$ cat src/design/ikhm_pkg.sv
// shared types and constants for the integer-key hash map
// no dependencies; imported by the controller, the datapath and the top level
package ikhm_pkg;

    localparam int KEY_IN_W   = 32;
    localparam int VALUE_IN_W = 64;

    typedef enum logic [1:0] {
        OP_LOOKUP  = 2'd0,
        OP_PUT     = 2'd1,
        OP_PUT_NEW = 2'd2,
        OP_DELETE  = 2'd3
    } t_op;

    typedef enum logic [1:0] {
        STS_DONE   = 2'd0,
        STS_EXISTS = 2'd1,
        STS_FULL   = 2'd2
    } t_status;

    // controller to datapath
    typedef struct packed {
        logic load;
        logic quot;
        logic rem;
        logic read;
        logic update;
        logic clear;
    } t_cmd;

    // datapath to controller
    typedef struct packed {
        logic clr_last;
    } t_stat;

endpackage

$ cat src/design/ikhm_ctrl.sv
// sequencer of the hash map: clearing pass after reset, then one request at a time
// depends on ikhm_pkg
module ikhm_ctrl import ikhm_pkg::*; (
    input  logic  i_clk,
    input  logic  i_rst_n,
    input  logic  start,
    input  t_stat i_stat,
    output t_cmd  o_cmd,
    output logic  busy,
    output logic  o_strobe
);

    typedef enum logic [2:0] {
        ST_CLEAR,
        ST_IDLE,
        ST_QUOT,
        ST_REM,
        ST_READ,
        ST_UPD
    } t_state;

    t_state r_state, n_state;
    logic   r_busy;
    logic   r_strobe;

    always_comb begin
        o_cmd   = '0;
        n_state = r_state;
        case (r_state)
            ST_CLEAR: begin
                o_cmd.clear = 1'b1;
                if (i_stat.clr_last) n_state = ST_IDLE;
            end
            ST_IDLE: begin
                if (start) begin
                    o_cmd.load = 1'b1;
                    n_state    = ST_QUOT;
                end
            end
            ST_QUOT: begin
                o_cmd.quot = 1'b1;
                n_state    = ST_REM;
            end
            ST_REM: begin
                o_cmd.rem = 1'b1;
                n_state   = ST_READ;
            end
            ST_READ: begin
                o_cmd.read = 1'b1;
                n_state    = ST_UPD;
            end
            ST_UPD: begin
                o_cmd.update = 1'b1;
                n_state      = ST_IDLE;
            end
            default: n_state = ST_IDLE;
        endcase
    end

    always_ff @(posedge i_clk) begin
        if (!i_rst_n) begin
            r_state  <= ST_CLEAR;
            r_busy   <= 1'b1;
            r_strobe <= 1'b0;
        end else begin
            r_state  <= n_state;
            r_busy   <= (n_state != ST_IDLE);
            r_strobe <= (r_state == ST_UPD);
        end
    end

    assign busy     = r_busy;
    assign o_strobe = r_strobe;

endmodule

$ cat config.mk
export PLATFORM = sky130hd
export DESIGN_NAME = ikhm_ctrl
export DESIGN_NICKNAME = d
export VERILOG_FILES = /design/src/design/ikhm_pkg.sv /design/src/design/ikhm_ctrl.sv
export SDC_FILE = /design/constraint.sdc
export NUM_CORES = 1
export LEC_CHECK = 0
export BUFFER_PORTS_ARGS = -buffer_cell sky130_fd_sc_hd__buf_2
export CORE_AREA = 5 5 42 44
export DETAILED_ROUTE_END_ITERATION = 10
export DIE_AREA = 0 0 47 49
export HOLD_SLACK_MARGIN = 0.08
export PLACE_DENSITY = 0.45
export SLEW_MARGIN = 25
export SYNTH_ARGS = -nofsm -noshare
export SYNTH_HDL_FRONTEND = slang
export SYNTH_SLANG_ARGS = --single-unit
$ cat constraint.sdc
create_clock -name i_clk -period 1.6 [get_ports i_clk]
set_clock_uncertainty 0.1 [all_clocks]
set_input_delay 0.08 -clock i_clk [delete_from_list [all_inputs] [get_ports i_clk]]
set_output_delay 0.08 -clock i_clk [all_outputs]
set_load 0.01 [all_outputs]
==> qor.txt <==
number of max-cap violations: 0
number of distinct library cells after synthesis: 20
Clk pwr share: 42.0%
CORE AREA: 0.00140 sq mm
Worst Hold Slack: 0.524 ns
routed len/inst: 10.6 microns
Setup CP Type: flop to primary output
leading post-synthesis cells by cell area: dfxtp_1 (37%), nand3b_1 (5.5%), nor3b_1 (5.5%), and4bb_2 (4.6%), nand2b_1 (4.6%)
total CTS buffers: 3
WL met3: 49 microns
crit path max fanout: 11
via/cell ratio: 4.30
Final Slew Violations: 0
status: finished, final reports clean
worst flop-to-flop path endpoint: r_state[0]$_SDFF_PN0_
clock-pin slew on the worst setup and hold paths: 0.04 ns
Die ar.: 0.00230 sq mm
area share of the largest cell type after synthesis: 36.7%
FP Rows: 14
Leak Pwr: 0.000189 uW
CP required: 1.42 ns
Post-Syn Area: 273 sq um
# port buffers: 11
Detail Route Antenna Nets: 0
htree depth: 1
worst reg2reg setup slack: 0.31 ns
r2r startpoint: r_state[1]$_SDFF_PN0_
Final Instance Count excl. Fillers: 60
sequential fraction of design power: 42.6%
highest metal used: met4
most common cell after layout, fill and taps aside: buf_2
grt ovf: 0
routability cong.: 0.658
Post-Route WL: 635 microns
final hold vios: 0
Logic pwr share: 15.4%
Peak VDD IR: 0.276 mV
critical path's slowest cell: dfxtp_1
sequential share of the synthesized area: 36.7%
Clk Latency, worst-skew pair: 0.24 ns
synth warn: 0
initial antenna violation count: 0
top-level I/O count: 12
vias in the first global route: 257
Die H: 49 microns
initial core utilization: 19.5%
Vias: 258
FF+latch count, synth: 5
CTS sink count: 5
clock buffer depth: 2
pwr dens: 896 mW/mm^2
Critical path destination: o_cmd[2]
Power Internal: 258 uW
type of origin of the critical path: flop
drt drc: 0
Worst Setup End Kind: primary output
setup TNS: 0 ns
NumNets Final: 49
area leader, netlist: dfxtp_1
Crit path largest cell delay: 0.49 ns
Syn Area/Cell: 9.41 sq um
commonest cells after routing, fill and taps aside: buf_2 (11), dfxtp_1 (5), clkbuf_4 (3), dlygate4sd3_1 (3)
final setup vio count: 0
Antenna Cells: 0
TritonCTS clock tree: done
worst-margin pin slew: 0.353 ns
Synthesized Nets: 33
first-pass GRT wire length: 1060 microns
root buf cell: clkbuf_4
cell count after synthesis: 29
RSZ-0062 raised after global routing: no
worst-path cell chain: or3b_1, inv_1, buf_2
ratio of cells with drive above 1 in the final layout: 38.6%
Die Wd: 47 microns
f_max: 662 MHz
Fillers: 168
Slew HR: 76.4%
met2 WL: 262 microns
global-route total usage across every layer: 6.90%
Detailed Routing Iterations Pass 1: 4
period utilization: 94.5%
Pwr Total: 346 uW
WP data arrival: 1.33 ns
initial detailed-routing violation count: 5
largest net degree at the start of global routing: 14
met1 wire length: 310 microns
synth-to-layout area growth: 41.7%
fin crit period: 1.51 ns
Hold Crit Class: flop to flop
Worst R2R Path Depth: 2
sw frac: 25.4%
Placed Cells: 53
Final Core Density: 27.6%
Sw Pwr: 88.0 uW
Crit. Startpoint: r_state[2]$_SDFF_PN0_
[cells in the mapped netlist]
cell type / number
dfxtp_1: 5
buf_2: 2
inv_1: 2
nand2b_1: 2
nand3b_1: 2
nor3b_1: 2
a21boi_2: 1
a21oi_1: 1
and2_1: 1
and3b_2: 1
and4bb_2: 1
buf_4: 1
nor3_1: 1
nor4b_1: 1
o211a_1: 1
o21a_1: 1
o21ai_0: 1
o31ai_1: 1
or3b_1: 1
or4_1: 1
[logic make-up after synthesis]
group	share of synthesized area, %
AOI/OAI and AO/OA	17.0
buffers and inverters	9.18
DFF	36.7
and+or+nand+nor	37.2
[sequential cells by signal, summed over array words and instances (netlist names)]
signal,flops
busy,1
r_state,3
o_strobe,1
[cell type report]
cell class	instances	area (sq um)	area share [%]
inverter	2	7.51	1.94
tap	16	20.0	5.18
multi-input combinational	19	148	38.2
clock buffer	4	26.3	6.80
sequential	5	100	25.9
timing repair buffer	14	85.1	22.0
[critical path, delay by kind of cell (launching register included)]
| kind | cells | cell delay [ns] |
|---|---|---|
| simple gates | 1 | 0.42 |
| buf+inv | 2 | 0.18 |
| flops | 1 | 0.49 |
[routing by layer]
| layer | track usage [%] | up-vias |
|---|---|---|
| met5 | 0 | - |
| met4 | 6.91 | 0 |
| met3 | 3.32 | 2 |
| met2 | 8.14 | 11 |
| met1 | 8.35 | 111 |
| li1 | - | 134 |
[worst min-delay path by stage]
stage / startpoint / end / slack (ns) / depth (start not counted)
2_1_floorplan: i_rst_n / busy$_SDFF_PN1_ / 0.05 / 1
3_3_place_gp: i_rst_n / busy$_SDFF_PN1_ / 0.22 / 2
3_5_place_dp: i_rst_n / busy$_SDFF_PN1_ / 0.22 / 2
4_1_cts: i_rst_n / busy$_SDFF_PN1_ / 0.52 / 3
5_1_grt: i_rst_n / busy$_SDFF_PN1_ / 0.54 / 3
6_report: r_state[1]$_SDFF_PN0_ / r_state[1]$_SDFF_PN0_ / 0.52 / 2
[what timing repair did]
| item | 4_1_cts | 5_1_grt |
|---|---|---|
| resized for setup | 0 | 0 |
| hold endpoints to repair | 5 | 0 |
| hold buffers | 3 | 0 |
| setup buffers | 0 | 0 |
[power by group through the flow]
stage                     clock network [uW]  logic (uW)  registers (uW)
after floorplan                            0        39.9             140
after global placement                     0        48.0             150
after detailed placement                   0        47.8             150
after CTS                                153        53.8             148
after global routing                     164        58.5             151
final                                    146        53.2             148
[per-stage QoR]
step,setup slack [ns],cell area [sq um]
after floorplan,0.477,273
after global placement,0.320,330
after detailed placement,0.317,330
after CTS,0.0722,387
after global routing,0.00636,387
final,0.0885,387
Note: power is estimated with default switching activity, not from simulation.
